===== src/rtl/core/binary_to_decimal_digits_unit_assert.svh =====
// assertion macros shared by the converter and the digit sequencer
// no dependencies; include once per file that asserts
`ifndef BINARY_TO_DECIMAL_DIGITS_UNIT_ASSERT_SVH
`define BINARY_TO_DECIMAL_DIGITS_UNIT_ASSERT_SVH

// checked at every edge outside reset
`define B2D_ASSERT(label, clk, rst, prop) \
   label: assert property (@(posedge clk) disable iff (rst) prop) \
      else $error("b2d assertion failed");

// checked at every edge, reset included
`define B2D_ASSERT_ALWAYS(label, clk, prop) \
   label: assert property (@(posedge clk) prop) \
      else $error("b2d assertion failed");

`endif


===== src/rtl/core/b2d_pkg.sv =====
// shared constants, types and helper functions of the binary to decimal digit unit
// no dependencies
`timescale 1ns / 1ps
`default_nettype none

package b2d_pkg;

   localparam int VALUE_WIDTH    = 27;
   localparam int ROW_WIDTH      = 3;
   localparam int DIGIT_WIDTH    = 4;
   localparam int COLUMN_WIDTH   = 7;
   localparam int DIGITS_DEFAULT = 8;

   // places that get an extra gap in front of them
   localparam int GAP_PLACE_HI = 5;
   localparam int GAP_PLACE_LO = 2;

   localparam logic [DIGIT_WIDTH-1:0]  BLANK_CODE   = 4'd10;
   localparam logic [DIGIT_WIDTH-1:0]  ZERO_DIGIT   = 4'd0;
   localparam logic [DIGIT_WIDTH-1:0]  ADJUST_LIMIT = 4'd5;
   localparam logic [DIGIT_WIDTH-1:0]  ADJUST_ADD   = 4'd3;
   localparam logic [COLUMN_WIDTH-1:0] CELL_WIDTH   = 7'd10;
   localparam logic [COLUMN_WIDTH-1:0] GROUP_GAP    = 7'd2;
   localparam logic [COLUMN_WIDTH-1:0] NO_GAP       = 7'd0;

   typedef enum logic [1:0] {
      CONV_IDLE,
      CONV_SHIFT,
      CONV_DONE
   } conv_state_type;

   typedef enum logic [1:0] {
      EMIT_IDLE,
      EMIT_RUN,
      EMIT_ZERO
   } emit_state_type;

   function automatic longint unsigned pow10(input int e);
      longint unsigned w;
      w = 64'd1;
      for (int i = 0; i < e; i++) begin
         w = w * 64'd10;
      end
      return w;
   endfunction

endpackage

`default_nettype wire


===== src/rtl/core/b2d_req_if.sv =====
// input channel: value and display row with valid/ready
// depends on b2d_pkg
`timescale 1ns / 1ps
`default_nettype none

interface b2d_req_if;
   logic                             valid;
   logic                             ready;
   logic [b2d_pkg::VALUE_WIDTH-1:0] value;
   logic [b2d_pkg::ROW_WIDTH-1:0]   row;

   modport source (output valid, output value, output row, input ready);
   modport sink   (input valid, input value, input row, output ready);
endinterface

`default_nettype wire


===== src/rtl/core/b2d_rsp_if.sv =====
// result channel: one digit cell per beat with valid/ready
// depends on b2d_pkg
`timescale 1ns / 1ps
`default_nettype none

interface b2d_rsp_if;
   logic                              valid;
   logic                              ready;
   logic [b2d_pkg::DIGIT_WIDTH-1:0]  digit;
   logic [b2d_pkg::COLUMN_WIDTH-1:0] column;
   logic [b2d_pkg::ROW_WIDTH-1:0]    out_row;
   logic                              last;

   modport source (output valid, output digit, output column, output out_row,
                   output last, input ready);
   modport sink   (input valid, input digit, input column, input out_row,
                   input last, output ready);
endinterface

`default_nettype wire


===== src/rtl/core/b2d_convert.sv =====
// bit-serial binary to bcd converter (shift and add-3), one input bit per cycle
// depends on b2d_pkg, b2d_req_if and the assertion macro header
`timescale 1ns / 1ps
`default_nettype none
`include "binary_to_decimal_digits_unit_assert.svh"

module b2d_convert #(
   parameter int DIGITS = b2d_pkg::DIGITS_DEFAULT
) (
   input  logic                                  clock,
   input  logic                                  reset,
   b2d_req_if.sink                               req_bus,
   output logic                                  bcd_valid,
   input  logic                                  bcd_ready,
   output logic [DIGITS*b2d_pkg::DIGIT_WIDTH-1:0] bcd_data,
   output logic [b2d_pkg::ROW_WIDTH-1:0]         bcd_row
);

   localparam int BCD_W = DIGITS * b2d_pkg::DIGIT_WIDTH;
   localparam int VAL_W = b2d_pkg::VALUE_WIDTH;
   localparam int CNT_W = $clog2(VAL_W + 1);
   localparam logic [63:0] MAX_VALUE = 64'(b2d_pkg::pow10(DIGITS)) - 64'd1;

   b2d_pkg::conv_state_type state_ff, state_in;
   logic [VAL_W-1:0]                 bin_ff, bin_in;
   logic [BCD_W-1:0]                 bcd_ff, bcd_in;
   logic [BCD_W-1:0]                 bcd_adj;
   logic [b2d_pkg::ROW_WIDTH-1:0]   row_ff, row_in;
   logic [CNT_W-1:0]                 cnt_ff, cnt_in;
   logic [VAL_W-1:0]                 value_sat;
   logic                             req_fire;
   logic                             hand_fire;

   assign req_fire  = req_bus.valid && req_bus.ready;
   assign hand_fire = bcd_valid && bcd_ready;

   // clamp to the largest value the display can show
   assign value_sat = (64'(req_bus.value) > MAX_VALUE) ? MAX_VALUE[VAL_W-1:0]
                                                        : req_bus.value;

   // next state
   always_comb begin
      state_in = state_ff;
      unique case (state_ff)
         b2d_pkg::CONV_IDLE: begin
            if (req_fire) state_in = b2d_pkg::CONV_SHIFT;
         end
         b2d_pkg::CONV_SHIFT: begin
            if (cnt_ff == CNT_W'(1)) state_in = b2d_pkg::CONV_DONE;
         end
         b2d_pkg::CONV_DONE: begin
            if (hand_fire) state_in = b2d_pkg::CONV_IDLE;
         end
         default: state_in = b2d_pkg::CONV_IDLE;
      endcase
   end

   // outputs
   always_comb begin
      req_bus.ready = (state_ff == b2d_pkg::CONV_IDLE);
      bcd_valid     = (state_ff == b2d_pkg::CONV_DONE);
      bcd_data      = bcd_ff;
      bcd_row       = row_ff;
   end

   // add 3 to every digit of 5 or more before the shift
   always_comb begin
      logic [b2d_pkg::DIGIT_WIDTH-1:0] d;
      d = '0;
      for (int i = 0; i < DIGITS; i++) begin
         d = bcd_ff[i*b2d_pkg::DIGIT_WIDTH +: b2d_pkg::DIGIT_WIDTH];
         bcd_adj[i*b2d_pkg::DIGIT_WIDTH +: b2d_pkg::DIGIT_WIDTH] =
            (d >= b2d_pkg::ADJUST_LIMIT) ? d + b2d_pkg::ADJUST_ADD : d;
      end
   end

   always_comb begin
      bin_in = bin_ff;
      bcd_in = bcd_ff;
      row_in = row_ff;
      cnt_in = cnt_ff;
      if (req_fire) begin
         bin_in = value_sat;
         bcd_in = '0;
         row_in = req_bus.row;
         cnt_in = CNT_W'(VAL_W);
      end else if (state_ff == b2d_pkg::CONV_SHIFT) begin
         bin_in = {bin_ff[VAL_W-2:0], 1'b0};
         bcd_in = {bcd_adj[BCD_W-2:0], bin_ff[VAL_W-1]};
         cnt_in = cnt_ff - CNT_W'(1);
      end
   end

   always_ff @(posedge clock) begin
      if (reset) begin
         state_ff <= b2d_pkg::CONV_IDLE;
         cnt_ff   <= '0;
      end else begin
         state_ff <= state_in;
         cnt_ff   <= cnt_in;
      end
   end

   always_ff @(posedge clock) begin
      bin_ff <= bin_in;
      bcd_ff <= bcd_in;
      row_ff <= row_in;
   end

   `B2D_ASSERT(a_accept_starts_shift, clock, reset, req_fire |=> state_ff == b2d_pkg::CONV_SHIFT)
   `B2D_ASSERT(a_done_count_empty, clock, reset, bcd_valid |-> cnt_ff == '0)
   `B2D_ASSERT(a_handoff_frees, clock, reset, hand_fire |=> req_bus.ready)

endmodule

`default_nettype wire


===== src/rtl/core/b2d_emit.sv =====
// digit sequencer: shifts bcd digits out one per beat, blanks leading zeros,
// tracks the pixel column; depends on b2d_pkg, b2d_rsp_if and the assertion macros
`timescale 1ns / 1ps
`default_nettype none
`include "binary_to_decimal_digits_unit_assert.svh"

module b2d_emit #(
   parameter int DIGITS = b2d_pkg::DIGITS_DEFAULT
) (
   input  logic                                  clock,
   input  logic                                  reset,
   input  logic                                  bcd_valid,
   output logic                                  bcd_ready,
   input  logic [DIGITS*b2d_pkg::DIGIT_WIDTH-1:0] bcd_data,
   input  logic [b2d_pkg::ROW_WIDTH-1:0]         bcd_row,
   b2d_rsp_if.source                             rsp_bus
);

   localparam int DW    = b2d_pkg::DIGIT_WIDTH;
   localparam int CW    = b2d_pkg::COLUMN_WIDTH;
   localparam int RW    = b2d_pkg::ROW_WIDTH;
   localparam int BCD_W = DIGITS * DW;
   localparam int POS_W = (DIGITS > 1) ? $clog2(DIGITS) : 1;

   b2d_pkg::emit_state_type state_ff, state_in;
   logic [BCD_W-1:0] digits_ff, digits_in;
   logic [RW-1:0]    row_ff, row_in;
   logic [POS_W-1:0] pos_ff, pos_in;
   logic             started_ff, started_in;
   logic [CW-1:0]    col_ff, col_in;
   logic [CW-1:0]    lastcol_ff, lastcol_in;
   logic             out_valid_ff, out_valid_in;
   logic [DW-1:0]    out_digit_ff, out_digit_in;
   logic [CW-1:0]    out_col_ff, out_col_in;
   logic [RW-1:0]    out_row_ff, out_row_in;
   logic             out_last_ff, out_last_in;

   logic [DW-1:0] top_digit;
   logic          gap;
   logic [CW-1:0] col_use;
   logic          started_now;
   logic          at_end;
   logic          load;
   logic          adv;
   logic          in_zero;
   logic          zero_out;

   assign top_digit   = digits_ff[BCD_W-1 -: DW];
   assign gap         = (int'(pos_ff) == DIGITS - 1 - b2d_pkg::GAP_PLACE_HI) ||
                        (int'(pos_ff) == DIGITS - 1 - b2d_pkg::GAP_PLACE_LO);
   assign col_use     = col_ff + (gap ? b2d_pkg::GROUP_GAP : b2d_pkg::NO_GAP);
   assign started_now = started_ff || (top_digit != b2d_pkg::ZERO_DIGIT);
   assign at_end      = (pos_ff == POS_W'(DIGITS - 1));
   assign in_zero     = (state_ff == b2d_pkg::EMIT_ZERO);
   assign zero_out    = out_valid_ff && out_last_ff && (out_digit_ff == b2d_pkg::ZERO_DIGIT);

   // next state
   always_comb begin
      state_in = state_ff;
      unique case (state_ff)
         b2d_pkg::EMIT_IDLE: begin
            if (load) state_in = b2d_pkg::EMIT_RUN;
         end
         b2d_pkg::EMIT_RUN: begin
            if (adv && at_end) begin
               state_in = started_now ? b2d_pkg::EMIT_IDLE : b2d_pkg::EMIT_ZERO;
            end
         end
         b2d_pkg::EMIT_ZERO: begin
            if (adv) state_in = b2d_pkg::EMIT_IDLE;
         end
         default: state_in = b2d_pkg::EMIT_IDLE;
      endcase
   end

   // outputs
   always_comb begin
      bcd_ready = (state_ff == b2d_pkg::EMIT_IDLE);
      load      = bcd_valid && bcd_ready;
      adv       = (state_ff != b2d_pkg::EMIT_IDLE) && (!out_valid_ff || rsp_bus.ready);
   end

   assign rsp_bus.valid   = out_valid_ff;
   assign rsp_bus.digit   = out_digit_ff;
   assign rsp_bus.column  = out_col_ff;
   assign rsp_bus.out_row = out_row_ff;
   assign rsp_bus.last    = out_last_ff;

   always_comb begin
      digits_in    = digits_ff;
      row_in       = row_ff;
      pos_in       = pos_ff;
      started_in   = started_ff;
      col_in       = col_ff;
      lastcol_in   = lastcol_ff;
      out_digit_in = out_digit_ff;
      out_col_in   = out_col_ff;
      out_row_in   = out_row_ff;
      out_last_in  = out_last_ff;
      out_valid_in = out_valid_ff;
      if (rsp_bus.ready) out_valid_in = 1'b0;
      if (load) begin
         digits_in  = bcd_data;
         row_in     = bcd_row;
         pos_in     = '0;
         started_in = 1'b0;
         col_in     = '0;
      end else if (adv && state_ff == b2d_pkg::EMIT_RUN) begin
         out_valid_in = 1'b1;
         out_digit_in = started_now ? top_digit : b2d_pkg::BLANK_CODE;
         out_col_in   = col_use;
         out_row_in   = row_ff;
         out_last_in  = at_end && started_now;
         started_in   = started_now;
         lastcol_in   = col_use;
         col_in       = col_use + b2d_pkg::CELL_WIDTH;
         digits_in    = digits_ff << DW;
         pos_in       = pos_ff + POS_W'(1);
      end else if (adv) begin
         // all places blank: one more beat with a zero in the last cell
         out_valid_in = 1'b1;
         out_digit_in = b2d_pkg::ZERO_DIGIT;
         out_col_in   = lastcol_ff;
         out_row_in   = row_ff;
         out_last_in  = 1'b1;
      end
   end

   always_ff @(posedge clock) begin
      if (reset) begin
         state_ff     <= b2d_pkg::EMIT_IDLE;
         pos_ff       <= '0;
         started_ff   <= 1'b0;
         out_valid_ff <= 1'b0;
      end else begin
         state_ff     <= state_in;
         pos_ff       <= pos_in;
         started_ff   <= started_in;
         out_valid_ff <= out_valid_in;
      end
   end

   always_ff @(posedge clock) begin
      digits_ff    <= digits_in;
      row_ff       <= row_in;
      col_ff       <= col_in;
      lastcol_ff   <= lastcol_in;
      out_digit_ff <= out_digit_in;
      out_col_ff   <= out_col_in;
      out_row_ff   <= out_row_in;
      out_last_ff  <= out_last_in;
   end

   `B2D_ASSERT(a_zero_only_unstarted, clock, reset, in_zero |-> !started_ff)
   `B2D_ASSERT(a_load_clears, clock, reset, load |=> (pos_ff == '0) && !started_ff)
   `B2D_ASSERT(a_zero_beat, clock, reset, (in_zero && adv) |=> zero_out)

endmodule

`default_nettype wire


===== src/rtl/core/binary_to_decimal_digits_unit.sv =====
// top level of the binary to decimal digit unit: converter feeding the digit sequencer
// depends on b2d_pkg, b2d_req_if, b2d_rsp_if, b2d_convert and b2d_emit
//
//   channel   dir   beat contents
//   req_bus   in    value (27b), row (3b)
//   rsp_bus   out   digit (4b), column (7b), out_row (3b), last (1b)
//
// in the converter a value goes through one load, 27 shift and add-3 steps and one handoff
// the sequencer then gives one beat per cycle while rsp_bus is ready, DIGITS beats, or DIGITS+1 for a zero value
// conversion of the next value overlaps the beats of the previous one
// reset is synchronous and active high and clears all control state
// a stall on rsp_bus holds the output register and, once the converter is done, req_bus
`timescale 1ns / 1ps
`default_nettype none

module binary_to_decimal_digits_unit #(
   parameter int DIGITS = b2d_pkg::DIGITS_DEFAULT
) (
   input  logic      clock,
   input  logic      reset,
   b2d_req_if.sink   req_bus,
   b2d_rsp_if.source rsp_bus
);

   logic                                  bcd_valid;
   logic                                  bcd_ready;
   logic [DIGITS*b2d_pkg::DIGIT_WIDTH-1:0] bcd_data;
   logic [b2d_pkg::ROW_WIDTH-1:0]         bcd_row;

   b2d_convert #(.DIGITS(DIGITS)) u_convert (
      .clock     (clock),
      .reset     (reset),
      .req_bus   (req_bus),
      .bcd_valid (bcd_valid),
      .bcd_ready (bcd_ready),
      .bcd_data  (bcd_data),
      .bcd_row   (bcd_row)
   );

   b2d_emit #(.DIGITS(DIGITS)) u_emit (
      .clock     (clock),
      .reset     (reset),
      .bcd_valid (bcd_valid),
      .bcd_ready (bcd_ready),
      .bcd_data  (bcd_data),
      .bcd_row   (bcd_row),
      .rsp_bus   (rsp_bus)
   );

endmodule

`default_nettype wire


===== src/flat_wrapper.sv =====
// flat-port wrapper written by rule: the top's interface ports become plain ports
module binary_to_decimal_digits_unit_flat 
#(
   parameter int DIGITS = b2d_pkg::DIGITS_DEFAULT
)
  (clock, reset, req_bus_valid, req_bus_value, req_bus_row, req_bus_ready, rsp_bus_valid, rsp_bus_digit, rsp_bus_column, rsp_bus_out_row, rsp_bus_last, rsp_bus_ready);
  b2d_req_if req_bus_i ();
  b2d_rsp_if rsp_bus_i ();
  input  logic clock;
  input  logic reset;
  input wire logic [$bits(req_bus_i.valid)-1:0] req_bus_valid;
  input wire logic [$bits(req_bus_i.value)-1:0] req_bus_value;
  input wire logic [$bits(req_bus_i.row)-1:0] req_bus_row;
  output wire logic [$bits(req_bus_i.ready)-1:0] req_bus_ready;
  output wire logic [$bits(rsp_bus_i.valid)-1:0] rsp_bus_valid;
  output wire logic [$bits(rsp_bus_i.digit)-1:0] rsp_bus_digit;
  output wire logic [$bits(rsp_bus_i.column)-1:0] rsp_bus_column;
  output wire logic [$bits(rsp_bus_i.out_row)-1:0] rsp_bus_out_row;
  output wire logic [$bits(rsp_bus_i.last)-1:0] rsp_bus_last;
  input wire logic [$bits(rsp_bus_i.ready)-1:0] rsp_bus_ready;
  assign req_bus_i.valid = req_bus_valid;
  assign req_bus_i.value = req_bus_value;
  assign req_bus_i.row = req_bus_row;
  assign req_bus_ready = req_bus_i.ready;
  assign rsp_bus_valid = rsp_bus_i.valid;
  assign rsp_bus_digit = rsp_bus_i.digit;
  assign rsp_bus_column = rsp_bus_i.column;
  assign rsp_bus_out_row = rsp_bus_i.out_row;
  assign rsp_bus_last = rsp_bus_i.last;
  assign rsp_bus_i.ready = rsp_bus_ready;
  binary_to_decimal_digits_unit #(.DIGITS(DIGITS)) u_core (.clock(clock), .reset(reset), .req_bus(req_bus_i), .rsp_bus(rsp_bus_i));
endmodule

===== config.mk =====
export PLATFORM = sky130hd
export DESIGN_NAME = binary_to_decimal_digits_unit_flat
export DESIGN_NICKNAME = d
export VERILOG_FILES = /design/src/rtl/core/b2d_pkg.sv /design/src/rtl/core/b2d_req_if.sv /design/src/rtl/core/b2d_rsp_if.sv /design/src/rtl/core/b2d_convert.sv /design/src/rtl/core/b2d_emit.sv /design/src/rtl/core/binary_to_decimal_digits_unit.sv /design/src/flat_wrapper.sv
export VERILOG_INCLUDE_DIRS = /design/src /design/src/rtl/core
export SDC_FILE = /design/constraint.sdc
export NUM_CORES = 1
export LEC_CHECK = 0
export ABC_AREA = 1
export BUFFER_PORTS_ARGS = -buffer_cell sky130_fd_sc_hd__buf_2
export CORE_MARGIN = 2
export CORE_UTILIZATION = 45
export DETAILED_ROUTE_END_ITERATION = 8
export HOLD_SLACK_MARGIN = 0.03
export SKIP_CTS_REPAIR_TIMING = 1
export SLEW_MARGIN = 20
export SYNTH_ARGS = -nofsm -noshare
export SYNTH_HDL_FRONTEND = slang
export SYNTH_SLANG_ARGS = --single-unit

===== constraint.sdc =====
create_clock -name clock -period 2.9 [get_ports clock]
set_input_delay 0.435 -clock clock [delete_from_list [all_inputs] [get_ports clock]]
set_output_delay 0.435 -clock clock [all_outputs]
set_load 0.05 [all_outputs]

==> out/summary.txt <==
Post-Syn Area: 0.006497 mm2
Fin crit period: 2.249 ns
Die width: 124.2 um
Via density: 5.039
CTS root buf: clkbuf_16
Antenna Cells: 0
Arrival time worst endpoint: 2.54 ns
Final hold vios: 0
ANT nets after route: 0
Core area: 0.01399 mm2
Fin. max-slew vios: 0
Initial antenna violation count: 0
Setup TNS: 0 ns
Initial Util: 46.45%
Final Core Density: 53.52%
Die span in y: 124.2 um
Largest net degree at the start of global routing: 62
Synth Instances: 706
DR vias: 4782
Final #Nets: 816
Worst-Skew Late Latency: 0.41 ns
Critical setup path kind: reg -> reg
Total die area: 0.01542 mm2
Clk sink count: 137
Routed WL: 12.53 mm
Critical Path RT: 3.19 ns
Post-DP HPWL: 8.209 mm
Row cnt: 43
PwrDens: 705.8 mW/mm2
Worst-path clk slew: 0.06 ns
Clock buffer depth: 2
I/O pins: 51
Slew margin rel.: 45.97%
Vias in the first global route: 4553
Yosys reg bits: 137
Crit Path Max Fanout: 5
Fraction of final layout cells sized beyond drive strength 1: 15.34%
TritonCTS Buffers: 17
Drt first pass iters: 4
Max cap viols: 0
Worst hold path class: in -> reg
Sequential area share after synthesis: 55.31%
Worst Tran Pin Value: 0.8092 ns
Setup crit end kind: flip-flop
H-tree levels: 4
Tcrit/Tclk final: 77.54%
Residual DRC count: 0
RSZ-0062 raised after global routing: no
Max Freq: 444.7 MHz
Syn avg cell area: 9.203 um2
Worst vdd ir: 0.4026 mV
Final setup vio count: 0
Layout area overhead: 15.23%
GRT overflow: 0
Synth warnings: 0
Critical Path Source Type: flip-flop
DR WL/cell: 13.20 um
All-Layer GR Usage: 17.54%
First-pass GRT wire length: 21.00 mm
Leak: 3.052 nW
Syn nets: 766
Gpl congestion: 0.8072
Worst Skew: 0.009735 ns
Port bufs: 49
CTS tree: built
Unique cell type count in the Yosys netlist: 39
Status: finished clean
Initial DRC count: 298
## cell families (layout without fill, tap and decap cells)
logic type,count (synthesis),in the layout,synth area share (%)
adders and majority gates,26,26,5.007
and+or+nand+nor,245,245,15.93
AOI/OAI and AO/OA,166,166,13.77
muxes,1,1,0.1733
buffers and inverters,117,180,8.011
xor gates and xnor gates,13,13,1.752
DFF,137,137,55.31
other,1,1,0.05771
## cell usage after synthesis
| library cell | n | area (um2) |
|---|---|---|
| nand4_1 | 4 | 25.02 |
| o21bai_1 | 2 | 15.01 |
| conb_1 | 1 | 3.750 |
| a21oi_1 | 42 | 210.2 |
| ha_1 | 26 | 325.3 |
| or2_1 | 1 | 6.260 |
| nor3_1 | 4 | 20.02 |
| xnor2_1 | 4 | 35.03 |
| inv_2 | 7 | 26.28 |
| nor2_1 | 70 | 262.8 |
| buf_2 | 11 | 55.05 |
| a21boi_1 | 1 | 7.510 |
| o21ai_1 | 7 | 35.03 |
| o22ai_2 | 1 | 12.51 |
| xor2_1 | 9 | 78.83 |
| mux2_2 | 1 | 11.26 |
| nand2_2 | 3 | 18.77 |
| buf_4 | 6 | 45.04 |
| edfxtp_1 | 85 | 2552 |
| nor4_1 | 2 | 12.51 |
| buf_6 | 6 | 67.56 |
| dfxtp_1 | 52 | 1041 |
| nand3_2 | 1 | 10.01 |
| a22o_1 | 1 | 8.760 |
| nor2_2 | 5 | 31.28 |
| a21oi_2 | 7 | 61.31 |
| or2_2 | 2 | 12.51 |
| inv_1 | 86 | 322.8 |
| nand2_1 | 124 | 465.5 |
| a31oi_1 | 2 | 12.51 |
| a211oi_1 | 2 | 15.01 |
| nand3_1 | 25 | 125.1 |
| nand2_4 | 1 | 11.26 |
| o21ai_0 | 97 | 485.5 |
| o21a_1 | 2 | 15.01 |
| a221oi_1 | 1 | 8.760 |
| nor2_4 | 3 | 33.78 |
| o31ai_1 | 1 | 7.510 |
| clkbuf_1 | 1 | 3.750 |
## critical path, stage by stage, from the launching register on
cell	delay (ns)
dfxtp_1	0.38
inv_1	0.08
ha_1	0.20
mux2_2	0.29
ha_1	0.19
ha_1	0.20
nand3_1	0.10
xor2_1	0.33
nand2_1	0.12
o21ai_0	0.18
a21oi_1	0.06
## worst paths after layout
check | start | endpoint | slack [ns] | cells past startpoint
max | u_core.u_emit.pos_ff[0] | u_core.u_emit.col_ff[5] | 0.65 | 10
min | req_bus_row[0] | u_core.u_convert.bcd_row[0] | 0.20 | 1
max reg2reg | u_core.u_emit.pos_ff[0] | u_core.u_emit.col_ff[5] | 0.65 | 10
min reg2reg | u_core.u_convert.bcd_row[0] | u_core.u_emit.row_ff[0] | 0.42 | 0
## flip-flops by register name (all words and copies together), names as in the netlist
signal / cells
u_core.u_convert.bcd_data: 32
u_core.u_convert.bcd_row: 3
u_core.u_convert.bin_ff: 27
u_core.u_convert.cnt_ff: 5
u_core.u_convert.state_ff: 2
u_core.u_emit.col_ff: 6
u_core.u_emit.digits_ff: 32
u_core.u_emit.lastcol_ff: 6
u_core.u_emit.pos_ff: 3
u_core.u_emit.row_ff: 3
u_core.u_emit.rsp_bus.column: 6
u_core.u_emit.rsp_bus.digit: 4
u_core.u_emit.rsp_bus.last: 1
u_core.u_emit.rsp_bus.out_row: 3
u_core.u_emit.rsp_bus.valid: 1
u_core.u_emit.started_ff: 1
u_core.u_emit.state_ff: 2
## layout make-up
| type | instances | area, um2 |
|---|---|---|
| multi-input cells | 452 | 2386 |
| clock inverters | 13 | 200.2 |
| flip-flops and latches | 137 | 3593 |
| inverters | 93 | 349.1 |
| fillers | 1278 | 6501 |
| repair buffers | 55 | 290.3 |
| well taps | 180 | 225.2 |
| clock buffers | 19 | 442.9 |
## power by group
group / switching [mW] / internal [mW]
registers: 0.0783 / 2.25
logic: 0.403 / 0.211
clock network: 0.803 / 1.54
total: 1.28 / 4.00
## through the flow
stage	setup WS, ns	power, mW	instances	area [um2]	hold WS, ns
2_1_floorplan	0.8371	2.816	706	6497	0.4003
6_report	0.6515	5.285	949	7487	0.2045
5_1_grt	0.5048	5.509	949	7487	0.1830
4_1_cts	0.6478	5.328	949	7485	0.1843
3_5_place_dp	0.6982	2.973	917	6842	0.4057
3_3_place_gp	0.7720	2.951	917	6842	0.4092
## layout by cell type, fill, tap and decap left out, drive strengths merged, types with 3 or more instances in the layout
cell / netlist / routed
inv: 93 / 93
a21oi: 49 / 49
dfxtp: 52 / 52
nand2: 128 / 128
clkinv: 0 / 4
xnor2: 4 / 4
edfxtp: 85 / 85
nor3: 4 / 4
clkinvlp: 0 / 4
xor2: 9 / 9
buf: 23 / 55
o21ai: 104 / 104
clkbuf: 1 / 19
or2: 3 / 3
nor2: 78 / 78
ha: 26 / 26
nand3: 26 / 26
bufinv: 0 / 5
nand4: 4 / 4
## layer usage
layer	vias up	routed length (um)	track usage (%)
met3	11	536	4.396
met2	94	6001	29.85
li1	2441	-	-
met1	2236	5845	21.75
met5	-	0	0
met4	0	144	5.899
Note: power is estimated with default switching activity, not from simulation.
